**config.mk**
```make
export PLATFORM = sky130hd
export DESIGN_NAME = crc16_frame_append_check
export DESIGN_NICKNAME = d
export VERILOG_FILES = /design/src/rtl/crcfa_pkg.sv /design/src/rtl/crcfa_core.sv /design/src/rtl/crcfa_out.sv /design/src/rtl/crc16_frame_append_check.sv
export VERILOG_INCLUDE_DIRS = /design/src /design/src/rtl
export SDC_FILE = /design/constraint.sdc
export NUM_CORES = 1
export LEC_CHECK = 0
export ABC_AREA = 1
export BUFFER_PORTS_ARGS = -buffer_cell sky130_fd_sc_hd__buf_2
export CORE_MARGIN = 2
export CORE_UTILIZATION = 30
export CTS_BUF_LIST = sky130_fd_sc_hd__clkbuf_4 sky130_fd_sc_hd__clkbuf_8 sky130_fd_sc_hd__clkbuf_16
export DETAILED_ROUTE_END_ITERATION = 12
export GPL_TIMING_DRIVEN = 0
export SETUP_SLACK_MARGIN = 0.3
export SYNTH_ARGS = -nofsm -noshare
export SYNTH_HDL_FRONTEND = slang
export SYNTH_HIERARCHICAL = 1
export SYNTH_SLANG_ARGS = --single-unit
```
**constraint.sdc**
```tcl
create_clock -name i_clk -period 2.5 [get_ports i_clk]
set_input_delay 0.125 -clock i_clk [delete_from_list [all_inputs] [get_ports i_clk]]
set_output_delay 0.125 -clock i_clk [all_outputs]
set_load 0.05 [all_outputs]
```
**src/rtl/crc16_frame_append_check_macros.svh**
```systemverilog
// ----------------------------------------------------------------------------
// CRC-16 frame append/check assertion macros
// Shared concurrent assertion helpers for the CRC-16 frame block.
// ----------------------------------------------------------------------------
`ifndef CRC16_FRAME_APPEND_CHECK_MACROS_SVH
`define CRC16_FRAME_APPEND_CHECK_MACROS_SVH

`ifndef ASSERT_OFF

// Property holds at every clock edge outside reset.
`define CRCFA_ASSERT(lbl, clk, rst_n, prop, msg) \
    lbl: assert property (@(posedge clk) disable iff (!rst_n) (prop)) else $error(msg);

// Expression must never be true outside reset.
`define CRCFA_NEVER(lbl, clk, rst_n, expr, msg) \
    lbl: assert property (@(posedge clk) disable iff (!rst_n) !(expr)) else $error(msg);

`else

`define CRCFA_ASSERT(lbl, clk, rst_n, prop, msg)
`define CRCFA_NEVER(lbl, clk, rst_n, expr, msg)

`endif

`endif

```
**src/rtl/crcfa_pkg.sv**
```systemverilog
// ----------------------------------------------------------------------------
// CRC-16 frame append/check package
// Payload types, result codes and the byte-wide CRC-16 (0x1021) update.
// ----------------------------------------------------------------------------
package crcfa_pkg;

    localparam logic [15:0] CRC_POLY = 16'h1021;

    localparam logic OP_APPEND = 1'b0;
    localparam logic OP_CHECK  = 1'b1;

    localparam logic [1:0] KIND_PAYLOAD = 2'd0;
    localparam logic [1:0] KIND_CRC     = 2'd1;
    localparam logic [1:0] KIND_STATUS  = 2'd2;

    localparam logic [1:0] ST_OK       = 2'd0;
    localparam logic [1:0] ST_MISMATCH = 2'd1;
    localparam logic [1:0] ST_SHORT    = 2'd2;

    localparam int GRP_DEPTH = 3;

    typedef struct packed {
        logic [7:0]  in_byte;
        logic        opcode;
        logic        first_of_frame;
        logic        last_of_frame;
        logic [15:0] seed;
    } t_in_item;

    typedef struct packed {
        logic [7:0] out_byte;
        logic [1:0] out_kind;
        logic [1:0] check_status;
        logic       end_of_run;
    } t_out_item;

    // Results caused by one input byte, oldest in slot 0.
    typedef struct packed {
        logic [1:0]                     n;
        t_out_item [GRP_DEPTH-1:0]      items;
    } t_grp;

    function automatic logic [15:0] crc_byte(input logic [15:0] crc, input logic [7:0] b);
        logic [15:0] c;
        c = crc ^ {b, 8'h00};
        for (int i = 0; i < 8; i++) begin
            c = c[15] ? ({c[14:0], 1'b0} ^ CRC_POLY) : {c[14:0], 1'b0};
        end
        return c;
    endfunction

endpackage

```
**src/rtl/crcfa_core.sv**
```systemverilog
// ----------------------------------------------------------------------------
// CRC-16 frame core
// Input register, frame state and the single-pass CRC/append/check logic.
// ----------------------------------------------------------------------------
module crcfa_core (
    input  logic                i_clk,
    input  logic                i_rst_n,
    input  logic                i_in_valid,
    output logic                o_in_ready,
    input  crcfa_pkg::t_in_item i_in_item,
    output logic                o_grp_valid,
    input  logic                i_grp_ready,
    output crcfa_pkg::t_grp     o_grp
);

    logic                r_in_valid;
    crcfa_pkg::t_in_item r_in;

    logic [15:0] r_crc, n_crc;
    logic [7:0]  r_h0, n_h0;
    logic [7:0]  r_h1, n_h1;
    logic [1:0]  r_cnt, n_cnt;
    logic        r_mode, n_mode;

    logic        w_accept;
    logic        w_advance;
    logic [15:0] w_crc0;
    logic [1:0]  w_cnt0;
    logic [7:0]  w_crc_in;
    logic [15:0] w_crc_upd;
    logic [1:0]  w_st;
    crcfa_pkg::t_grp w_grp;

    assign w_accept    = i_in_valid && o_in_ready;
    assign w_advance   = r_in_valid && i_grp_ready;
    assign o_in_ready  = !r_in_valid || i_grp_ready;
    assign o_grp_valid = r_in_valid;
    assign o_grp       = w_grp;

    always_ff @(posedge i_clk) begin
        if (!i_rst_n) begin
            r_in_valid <= 1'b0;
        end else if (w_accept) begin
            r_in_valid <= 1'b1;
        end else if (w_advance) begin
            r_in_valid <= 1'b0;
        end
    end

    always_ff @(posedge i_clk) begin
        if (w_accept) begin
            r_in <= i_in_item;
        end
    end

    always_ff @(posedge i_clk) begin
        if (!i_rst_n) begin
            r_crc  <= '0;
            r_h0   <= '0;
            r_h1   <= '0;
            r_cnt  <= '0;
            r_mode <= crcfa_pkg::OP_APPEND;
        end else if (w_advance) begin
            r_crc  <= n_crc;
            r_h0   <= n_h0;
            r_h1   <= n_h1;
            r_cnt  <= n_cnt;
            r_mode <= n_mode;
        end
    end

    // One CRC unit: the new byte in append mode, the oldest held byte in check mode.
    assign w_crc_in  = (n_mode == crcfa_pkg::OP_APPEND) ? r_in.in_byte : r_h0;
    assign w_crc_upd = crcfa_pkg::crc_byte(w_crc0, w_crc_in);

    always_comb begin
        n_mode = r_in.first_of_frame ? r_in.opcode : r_mode;
        w_crc0 = r_in.first_of_frame ? r_in.seed : r_crc;
        w_cnt0 = r_in.first_of_frame ? 2'd0 : r_cnt;
        n_crc  = w_crc0;
        n_h0   = r_h0;
        n_h1   = r_h1;
        n_cnt  = w_cnt0;
        w_st   = crcfa_pkg::ST_OK;
        w_grp  = '0;

        if (n_mode == crcfa_pkg::OP_APPEND) begin
            n_crc = w_crc_upd;
            w_grp.items[0] = '{r_in.in_byte, crcfa_pkg::KIND_PAYLOAD, crcfa_pkg::ST_OK, 1'b0};
            w_grp.n = 2'd1;
            if (r_in.last_of_frame) begin
                w_grp.items[1] = '{w_crc_upd[15:8], crcfa_pkg::KIND_CRC,
                                   crcfa_pkg::ST_OK, 1'b0};
                w_grp.items[2] = '{w_crc_upd[7:0], crcfa_pkg::KIND_CRC,
                                   crcfa_pkg::ST_OK, 1'b1};
                w_grp.n = 2'd3;
                n_cnt = 2'd0;
            end
        end else begin
            if (w_cnt0 < 2'd2) begin
                if (w_cnt0[0]) begin
                    n_h1 = r_in.in_byte;
                end else begin
                    n_h0 = r_in.in_byte;
                end
                n_cnt = w_cnt0 + 2'd1;
            end else begin
                n_crc = w_crc_upd;
                n_h0  = r_h1;
                n_h1  = r_in.in_byte;
                w_grp.items[0] = '{r_h0, crcfa_pkg::KIND_PAYLOAD, crcfa_pkg::ST_OK, 1'b0};
                w_grp.n = 2'd1;
            end
            if (r_in.last_of_frame) begin
                if (n_cnt < 2'd2) begin
                    w_st = crcfa_pkg::ST_SHORT;
                end else if ({n_h0, n_h1} == n_crc) begin
                    w_st = crcfa_pkg::ST_OK;
                end else begin
                    w_st = crcfa_pkg::ST_MISMATCH;
                end
                if (w_grp.n == 2'd0) begin
                    w_grp.items[0] = '{8'h00, crcfa_pkg::KIND_STATUS, w_st, 1'b1};
                end else begin
                    w_grp.items[1] = '{8'h00, crcfa_pkg::KIND_STATUS, w_st, 1'b1};
                end
                w_grp.n = w_grp.n + 2'd1;
                n_cnt = 2'd0;
            end
        end
    end

endmodule

```
**src/rtl/crcfa_out.sv**
```systemverilog
// ----------------------------------------------------------------------------
// CRC-16 frame result register
// Holds the results of one byte and hands them out one transfer at a time.
// ----------------------------------------------------------------------------
`include "crc16_frame_append_check_macros.svh"

module crcfa_out (
    input  logic                 i_clk,
    input  logic                 i_rst_n,
    input  logic                 i_grp_valid,
    output logic                 o_grp_ready,
    input  crcfa_pkg::t_grp      i_grp,
    output logic                 o_out_valid,
    input  logic                 i_out_ready,
    output crcfa_pkg::t_out_item o_out_item
);

    crcfa_pkg::t_out_item [crcfa_pkg::GRP_DEPTH-1:0] r_items;
    logic [1:0] r_cnt;
    logic       w_take;
    logic       w_load;

    assign o_out_valid = (r_cnt != 2'd0);
    assign o_out_item  = r_items[0];
    assign w_take      = o_out_valid && i_out_ready;
    assign o_grp_ready = (r_cnt == 2'd0) || ((r_cnt == 2'd1) && i_out_ready);
    assign w_load      = i_grp_valid && o_grp_ready;

    always_ff @(posedge i_clk) begin
        if (!i_rst_n) begin
            r_cnt <= 2'd0;
        end else if (w_load) begin
            r_cnt <= i_grp.n;
        end else if (w_take) begin
            r_cnt <= r_cnt - 2'd1;
        end
    end

    always_ff @(posedge i_clk) begin
        if (w_load) begin
            r_items <= i_grp.items;
        end else if (w_take) begin
            r_items[0] <= r_items[1];
            r_items[1] <= r_items[2];
        end
    end

    `CRCFA_ASSERT(a_cnt_step, i_clk, i_rst_n, (w_take && r_cnt > 2'd1) |=> (r_cnt == $past(r_cnt) - 2'd1), "result count did not step down")
    `CRCFA_ASSERT(a_eor_last, i_clk, i_rst_n, (o_out_valid && r_items[0].end_of_run) |-> (r_cnt == 2'd1), "end of run before last result")
    `CRCFA_NEVER(a_status_byte, i_clk, i_rst_n, o_out_valid && r_items[0].out_kind == crcfa_pkg::KIND_STATUS && r_items[0].out_byte != 8'h00, "status result with nonzero byte")

endmodule

```
**src/rtl/crc16_frame_append_check.sv**
```systemverilog
// Path: an input byte is registered in the core input register, then its results in
// the result register, from which they are valid at the output.
// Throughput: one byte per cycle while the output accepts; set by the result register,
// which hands out one result per cycle: a last byte in append mode gives three results
// and a last byte in check mode one or two, and input is held until they are handed out.
// Reset: synchronous, active low; clears CRC, held bytes, count, mode (append).
// ----------------------------------------------------------------------------
// CRC-16 frame append/check
// CRC-16 (0x1021, MSB first) append or trailer check over framed byte streams.
// ----------------------------------------------------------------------------
module crc16_frame_append_check (
    input  logic                 i_clk,
    input  logic                 i_rst_n,
    input  logic                 i_in_valid,
    output logic                 o_in_ready,
    input  crcfa_pkg::t_in_item  i_in_item,
    output logic                 o_out_valid,
    input  logic                 i_out_ready,
    output crcfa_pkg::t_out_item o_out_item
);

    logic            w_grp_valid;
    logic            w_grp_ready;
    crcfa_pkg::t_grp w_grp;

    crcfa_core u_core (
        .i_clk       (i_clk),
        .i_rst_n     (i_rst_n),
        .i_in_valid  (i_in_valid),
        .o_in_ready  (o_in_ready),
        .i_in_item   (i_in_item),
        .o_grp_valid (w_grp_valid),
        .i_grp_ready (w_grp_ready),
        .o_grp       (w_grp)
    );

    crcfa_out u_out (
        .i_clk       (i_clk),
        .i_rst_n     (i_rst_n),
        .i_grp_valid (w_grp_valid),
        .o_grp_ready (w_grp_ready),
        .i_grp       (w_grp),
        .o_out_valid (o_out_valid),
        .i_out_ready (i_out_ready),
        .o_out_item  (o_out_item)
    );

endmodule
```
Word level (Yosys, flattened, before mapping)
Cells that the tools add are included.
- register bits after elaboration: 104
- input port bits: 31
- output and inout port bits: 15
- add/subtract/negate cells: 3
- order comparisons: 2
- eq/ne operators: 2
- mux-type cells: 44
- bitwise gates (word level): 10
- reduce and logical (&&, ||, !) cells: 14
- operators by type and width (cell ; number):
    13-bit two-way mux ; 10
    26-bit two-way mux ; 4
    16-bit two-way mux ; 4
    8-bit two-way mux ; 7
    28-bit two-way mux ; 1
    2-bit two-way mux ; 12
    3-bit NOT ; 8
    16-bit equality test ; 1
    16-bit XOR ; 1
    2-bit nonzero test ; 3
    1-bit two-way mux ; 5
    5-bit two-way mux ; 1
    2-bit by 1-bit adder with 2-bit output (second input constant) ; 2
    1-bit logical AND ; 4
    2-bit logical NOT ; 2
    2-bit less-than comparator (second input constant) ; 2
    2-bit by 1-bit equality test with 1-bit output (second input constant) ; 1
    1-bit logical OR ; 2
    2-bit AND reduction ; 1
    2-bit OR reduction ; 1
    2-bit by 1-bit subtractor with 2-bit output (second input constant) ; 1
    1-bit logical NOT ; 1
    1-bit NOT ; 1

Depth between registers and ports, before layout
Gate-level depths: netlist of the first run.
- depth after elaboration: 28
- gate-level depth with buffers: 22
- depth with buffers taken out: 20

Cells and area by module
Netlist of the first run, hierarchy kept.
- by module, submodules not included (module ; times used ; cells each ; area an instance (µm²)):
    crcfa_core ; 1 ; 672 ; 4463.0
    crcfa_out ; 1 ; 161 ; 1806.7

Worst setup path after synthesis of the first run
Ideal clock, no wire load.
- kind: register to register
- start: reg u_out.r_cnt[0]
- end: reg u_core/r_in[0] (netlist name), enable pin
- setup time: 420 ps
- data arrival time: 2209 ps
- required time: 2080 ps
- setup slack: -129 ps
- cell stages (with the launch flop): 7
- period minus slack after synthesis: 2629 ps
- path through: dfxtp_1 inv_1 ha_1 inv_2 nand2_4 inv_1 a21oi_1
- longest elaborated chain between the ends: 5
- ends and longest elaborated chain (element ; line ; RTL):
    start: declaration ; crcfa_out.sv:19 ; logic [1:0] r_cnt;
    start signal: assignment ; crcfa_out.sv:33 ; r_cnt <= i_grp.n;
    start signal: assignment ; crcfa_out.sv:35 ; r_cnt <= r_cnt - 2'd1;
    2-bit by 1-bit equality test with 1-bit output ; crcfa_out.sv:26 ; assign o_grp_ready = (r_cnt == 2'd0) || ((r_cnt == 2'd1) && i_out_ready);
    1-bit logical AND ; crcfa_out.sv:26 ;
    1-bit logical OR * ; crcfa_out.sv:26 ;
    net w_grp_ready ; crc16_frame_append_check.sv:23 ; logic w_grp_ready;
    1-bit logical OR * ; crcfa_core.sv:36 ; assign o_in_ready = !r_in_valid || i_grp_ready;
    1-bit logical AND * ; crcfa_core.sv:34 ; assign w_accept = i_in_valid && o_in_ready;
    net u_core.w_accept ; crcfa_core.sv:25 ; logic w_accept;
    end signal: assignment ; crcfa_core.sv:52 ; r_in <= i_in_item;
    end: declaration ; crcfa_core.sv:17 ; crcfa_pkg::t_in_item r_in;
Mark *: on every way through the listed nets, which the timed path passes. The rest lies on a longest branch.
A chain may end at the register's enable or synchronous reset.

==> results by group, run 1 <==
Outcome
  – Outcome: finished with violations
  – Failing checks: setup timing

CTS
  – H-tree levels: 3
  – Clock latency on the worst-skew pair: 0.36 ns
  – Clk buf depth: 2
  – Clock root cell: clkbuf_16
  – CTS tree: done
  – Clock sinks: 104
  – Number of CTS-inserted buffers: 9
  – CTS clk-pin slew, worst paths: 0.08 ns

Yosys
  – Number of flops mapped to enable cells by yosys: 66
  – Most common cell in the netlist: nand2_1
  – Area fraction of the dominant cell type after synthesis: 31.6%
  – Avg Cell Area, Syn: 7.53 um2
  – Syn Inst Count: 833
  – Top post-synthesis cells by count: nand2_1 (257), nand3_1 (110), inv_1 (82)
  – Mapped Area: 0.00627 mm2
  – Synth Flop Type: edfxtp_1
  – Sequential share of the synthesized area: 43.7%
  – Netlist cell types: 39
  – Dominant cell type by area after synthesis: edfxtp_1
  – Synthesis Warnings: 6
  – Fraction of registers with async set/reset: 0%
  – Ranking of synthesized cells by area: edfxtp_1 (32%), nand2_1 (15%), dfxtp_1 (12%)
  – Register bit count reported by yosys: 104

Worst setup path
  – Crit-path cells: buf_12, clkinv_8, buf_12, buf_16, or2_4, o21ai_4, inv_2, nand2_4, nand2_4, nand2_4, nand2_2, nand2_2, nand2_1, nor2_1, nand2_1, nor2_2, nand3_2, o21bai_4, nor2_2, nand2_2, nand2_1
  – R2R Path Start: u_core/r_in[17]$_DFFE_PP_
  – CP Data Arrival Time: 2.84 ns
  – CP Launch Point: u_core/r_in[17]$_DFFE_PP_
  – Bufs and invs on worst path: 5
  – Endpoint class of the critical path: flop
  – CP max-delay cell: edfxtp_1
  – CP top delay family: simple AND/OR/NAND/NOR gates
  – Max incr delay on CP: 0.38 ns
  – Worst setup SP type: flop
  – Setup CP Type: flop to flop
  – Worst Path Max Fanout: 8
  – Worst Path Required: 2.61 ns

Min path
  – Worst hold start: i_in_valid
  – HP Class: input pin to flop

Global routing
  – Initial antenna violation count: 0
  – Total track usage: 18.9%
  – Total gr overflow: 0
  – Vias in the first global route: 5745
  – Largest net degree at the start of global routing: 31
  – First-pass GRT wire length: 31300 um

STA
  – RSZ-0062 raised after global routing: yes
  – Slew @ Worst Pin: 0.721 ns
  – Max-slew violations: 0
  – Max frequency: 367 MHz
  – Min Tclk post-route: 2.73 ns
  – Post-route setup slack: -0.228 ns
  – Crit share post-route: 109%
  – Headroom to the max-slew limit: 51.9%
  – Clock Skews: 0.0157 ns
  – Setup-failing EPs final: 2
  – Fin. Hold Viols: 0

Detailed routing
  – Via Count: 6056
  – WL/cell: 16.6 um
  – Via density: 4.91
  – Number of remaining DRC errors: 0
  – WL final: 20400 um
  – Detail Route Antenna Nets: 0
  – Initial DRC count: 557
  – DR pass1 iterations: 5

Final layout
  – Layout cell share with drive strength beyond 1: 30.8%
  – Final net count: 996
  – Final core occ: 41.7%
  – Ant diodes: 0
  – Area growth, synth to finish: 35.3%

Die
  – IO Count: 46
  – Initial Util: 30.8%
  – Row cnt: 52
  – Die Height: 149 um
  – Core ar.: 0.0204 mm2
  – Die ar.: 0.0221 mm2
  – Die Wd: 149 um

Power and ir drop
  – Static Leak: 0.00381 uW
  – Clk pwr share: 20.5%
  – Peak ir drop on the vdd network: 0.353 mV
  – Net Sw Power: 2850 uW
  – Sequential share of power: 34.4%
  – Comb power frac: 45.1%
  – Sw Ratio: 41.5%
  – Pwr Density: 810 mW/mm2
  – Internal power: 4020 uW

Placed design
  – Post-DP HPWL: 14500 um
  – Port Buffers: 45
  – RD Place Congestion: 0.968
  – Pre-CTS setup slack: -0.407 ns

Job
  – MaxCap Viol Count: 0
-- per-layer routing --
layer  track usage (%)  wire length (um)  vias up
met2              30.9              9380      223
met3              4.02              1540       53
met4              8.14               811        0
met1              24.1              8690     2791
li1                  -                 -     2989
met5                 0                 0        -
-- stage by stage --
step	area (um2)	std cells	power, uW	TNS, ns	hold slack (ns)
floorplan	6320	836	4180	0	0.224
global placement	6890	1151	4800	-4.31	0.302
detailed placement	6910	1152	4830	-3.26	0.303
CTS	8120	1224	6680	-0.303	0.0572
global route	8480	1233	7280	-0.705	0.0875
finish	8480	1233	6870	-0.451	0.0638
-- kinds of logic after synthesis --
| group | Yosys count | synth area share, % |
|---|---|---|
| simple gates | 446 | 31.8 |
| fa+ha+maj | 7 | 1.40 |
| mux | 1 | 0.160 |
| other cells | 1 | 0.0598 |
| compound gates | 129 | 11.7 |
| flops | 104 | 43.7 |
| buf+inv | 145 | 11.2 |
-- placed cells by master, fill, tap and decap left out, drive strengths merged, types with 2 or more instances in the layout --
cell type	Yosys	routed
dfxtp	38	38
or2	3	3
dlygate4sd3	0	27
o2111ai	6	6
clkbuf	17	25
o21a	2	2
clkinvlp	0	3
conb	1	4
o211ai	11	11
nand3	114	114
edfxtp	66	66
o21ai	60	60
nand3b	4	4
ha	7	7
clkinv	2	4
nor2	35	35
o22ai	3	3
o221ai	2	2
nand2	290	290
buf	36	121
inv	90	92
a21oi	41	41
-- path summary, 6_finish.rpt --
path                                                         to  slack [ns]  cells past startpoint
worst min register to register     u_core/r_cnt[0]$_SDFFE_PN0P_        0.47                      2
worst min-delay path            u_core/o_grp_valid$_SDFFE_PN0P_        0.06                      3
worst max-delay path                u_out/r_items[14]$_DFFE_PP_       -0.23                     21
worst max register to register      u_out/r_items[14]$_DFFE_PP_       -0.23                     21
-- tightest hold or removal path, delay by kind of cell --
kind	cells	cell delay, ns
AOI/OAI and AO/OA	1	0.13
buffers and inverters	2	0.13
-- registers in the layout, indices dropped and copies added, names as in the netlist --
name                cells
u_core/o_grp_valid      1
u_core/r_h1             8
u_out/r_items          26
u_core/r_in            27
u_out/o_out_item       13
u_core/r_cnt            2
u_core/r_mode           1
u_out/r_cnt             2
u_core/r_h0             8
u_core/r_crc           16
-- timing repair --
| action | 4_1_cts | 5_1_grt |
|---|---|---|
| cloned | 1 | 0 |
| buffers inserted | 28 | 9 |
| pin swaps | 29 | 28 |
| hold buffers | 27 | 0 |
| endpoints found under the hold margin | 27 | 0 |
| setup endpoints to repair | 65 | 44 |
| resized for setup | 112 | 75 |
-- power groups by stage --
stage | sequential (uW) | clock [uW] | combinational, uW
3_5_place_dp | 2400 | 0 | 2430
3_3_place_gp | 2390 | 0 | 2400
2_1_floorplan | 2360 | 0 | 1810
6_report | 2370 | 1410 | 3100
5_1_grt | 2400 | 1530 | 3350
4_1_cts | 2370 | 1450 | 2860
-- final cells by class --
cell class                      instances  area [um2]
Sequential cell                       104        2740
Clock inverter                          7        68.8
Buffer                                 53         437
Clock buffer                            9         225
Timing Repair Buffer                  111         837
Multi-Input combinational cell        587        3460
Inverter                               92         372
Fill cell                            2082       11900
Tap cell                              270         338
Note: power is estimated with default switching activity, not from simulation.
==> run 2: changes to the inputs <==
- CORE_ASPECT_RATIO: default -> 0.5
- MAX_ROUTING_LAYER: default -> met4
- clock period: 2.5 -> 3.1 ns (I/O delays scaled with it)
==> run 2 against run 1 <==
  * The run now ends clean
  * Critical path depth grew 1
  * Register-to-register slack better by 0.52 ns
  * Sequential cell count is the same
  * Worst setup slack improved by 0.52 ns
  * Combinational power fell by 22%
  * First-iteration DRC count fell by 9.7%
  * Count of clock-buffer cells in the layout up 1
  * Clock skew decreased by 0.0077 ns
  * Cell area shrank 2.9%
  * Cell count is 1.3% lower
  * Clock power fell by 11%
  * Largest cell class unchanged
  * Largest power group unchanged
==> results by group, run 2 (synthesis gave the netlist of run 1 again) <==
Detailed routing
  – Via density: 5.04
  – Number of remaining DRC errors: 0
  – Initial DRC count: 503
  – DR pass1 iterations: 5
  – Detail Route Antenna Nets: 0
  – WL/cell: 18.0 um
  – Via Count: 6139
  – WL final: 21900 um

Die
  – IO Count: 46
  – Core ar.: 0.0205 mm2
  – Row cnt: 37
  – Die ar.: 0.0221 mm2
  – Initial Util: 30.6%
  – Die Wd: 208 um
  – Die Height: 106 um

Final layout
  – Flip-flop count of the largest register after layout: 27
  – Commonest cells after routing, fill and taps aside: nand2_1 (224), nand3_1 (82), inv_1 (81)
  – Biggest register: u_core/r_in
  – Final std cells w/o fill: 1217
  – Layout cell share with drive strength beyond 1: 27.2%
  – Final net count: 977
  – Area growth, synth to finish: 31.4%
  – Final core occ: 40.2%
  – Biggest regs: u_core/r_in (27), u_out/r_items (26), u_core/r_crc (16)
  – Ant diodes: 0
  – Fillers: 2095
  – Commonest non-fill, non-tap cell in the layout: nand2_1

Job
  – MaxCap Viol Count: 0

CTS
  – Clk buf depth: 2
  – Clock sinks: 104
  – H-tree levels: 3
  – CTS clk-pin slew, worst paths: 0.08 ns
  – CTS tree: done
  – Clock latency on the worst-skew pair: 0.35 ns
  – Number of CTS-inserted buffers: 9
  – Clock root cell: clkbuf_16

Worst setup path
  – Max incr delay on CP: 0.42 ns
  – R2r setup slk: 0.29 ns
  – CP max-delay cell: edfxtp_1
  – CP Data Arrival Time: 2.92 ns
  – Crit-path cells: buf_12, inv_8, nand2_8, nand2_8, buf_12, nand2_1, nand3_2, nand2_2, inv_2, nand2_4, nand2_2, nand2_1, nand3_2, nand2_1, nor2_1, nand2_2, nor2_1, nand2_1, o21bai_2, nor2_1, nand2_1, nand2_1
  – Worst setup SP type: flop
  – CP dominant cell by count: nand2_1
  – Bufs and invs on worst path: 4
  – Worst Path Max Fanout: 8
  – Endpoint class of the critical path: flop
  – Setup CP Type: flop to flop
  – Worst Path Required: 3.21 ns
  – CP top delay family: simple AND/OR/NAND/NOR gates

Min path
  – HP Class: input pin to flop

STA
  – Max frequency: 356 MHz
  – Crit share post-route: 90.6%
  – Slew @ Worst Pin: 1.19 ns
  – Fin. Hold Viols: 0
  – Headroom to the max-slew limit: 20.3%
  – Post-route setup slack: 0.291 ns
  – Fin Hold WS: 0.0956 ns
  – Min Tclk post-route: 2.81 ns
  – Clock Skews: 0.00802 ns
  – RSZ-0062 raised after global routing: yes
  – Max-slew violations: 0
  – Setup-failing EPs final: 0

Global routing
  – Largest net degree at the start of global routing: 31
  – Initial antenna violation count: 0
  – First-pass GRT wire length: 32500 um
  – Total track usage: 20.4%
  – Vias in the first global route: 5486
  – Total gr overflow: 0

Outcome
  – Outcome: finished, final reports clean

Placed design
  – RD Place Congestion: 0.979
  – Placed insts: 1155
  – Pre-CTS setup slack: -0.0734 ns
  – Port Buffers: 45
  – Post-DP HPWL: 15900 um

Power and ir drop
  – Static Leak: 0.00367 uW
  – Peak ir drop on the vdd network: 0.260 mV
  – Pwr Density: 680 mW/mm2
run 2: final timing paths:
| check | startpoint | end | cells past startpoint |
|---|---|---|---|
| setup / recovery | u_core/r_in[17]$_DFFE_PP_ | u_out/o_out_item[1]$_DFFE_PP_ | 22 |
| hold / removal | i_in_valid | u_core/o_grp_valid$_SDFFE_PN0P_ | 3 |
| setup reg to reg | u_core/r_in[17]$_DFFE_PP_ | u_out/o_out_item[1]$_DFFE_PP_ | 22 |
| hold reg to reg | u_core/r_cnt[0]$_SDFFE_PN0P_ | u_core/r_cnt[0]$_SDFFE_PN0P_ | 2 |
run 2: area by class of cell:
cell class                 count  area [um2]  share of cell area, %
timing repair buffer          92         696                   8.44
clock inverter                 6        91.3                   1.11
sequential                   104        2740                   33.3
tap                          273         342                   4.15
clock buffer                  10         233                   2.82
inverter                      92         362                   4.39
buffer                        53         434                   5.27
multi-input combinational    587        3340                   40.5
run 2: worst min-delay path, cell delays in order:
cell and delay (ns):
buf_2 0.07, inv_1 0.06, a21oi_1 0.13
run 2: routing by layer:
| layer | up-vias | track usage (%) | share of wire [%] |
|---|---|---|---|
| li1 | 2948 | - | - |
| met1 | 2924 | 28.0 | 46 |
| met2 | 223 | 29.6 | 43 |
| met3 | 44 | 5.14 | 9.1 |
| met4 | 0 | 6.27 | 2.4 |
| met5 | - | - | 0 |
run 2: per-stage QoR:
step	cell area, um2	total power [uW]	TNS [ns]
detailed placement	6890	3930	-0.119
CTS	7620	5300	0
finish	8240	5600	0
global placement	6850	3890	-9.67
floorplan	6280	3350	0
global route	8240	5900	0
run 2: timing repair:
item,CTS,global route
hold endpoints to repair,27,0
pin swaps,5,28
cloned,0,1
hold buffers,27,0
gates resized for setup,30,127
endpoints found under the setup margin,16,8
setup buffers,5,13
run 2: where the power goes:
group / total, uW / internal (uW) / leakage, uW / switching [uW]
Clock: 1260 / 724 / 0.000156 / 538
Sequential: 1910 / 1810 / 0.000946 / 104
Combinational: 2430 / 793 / 0.00257 / 1630
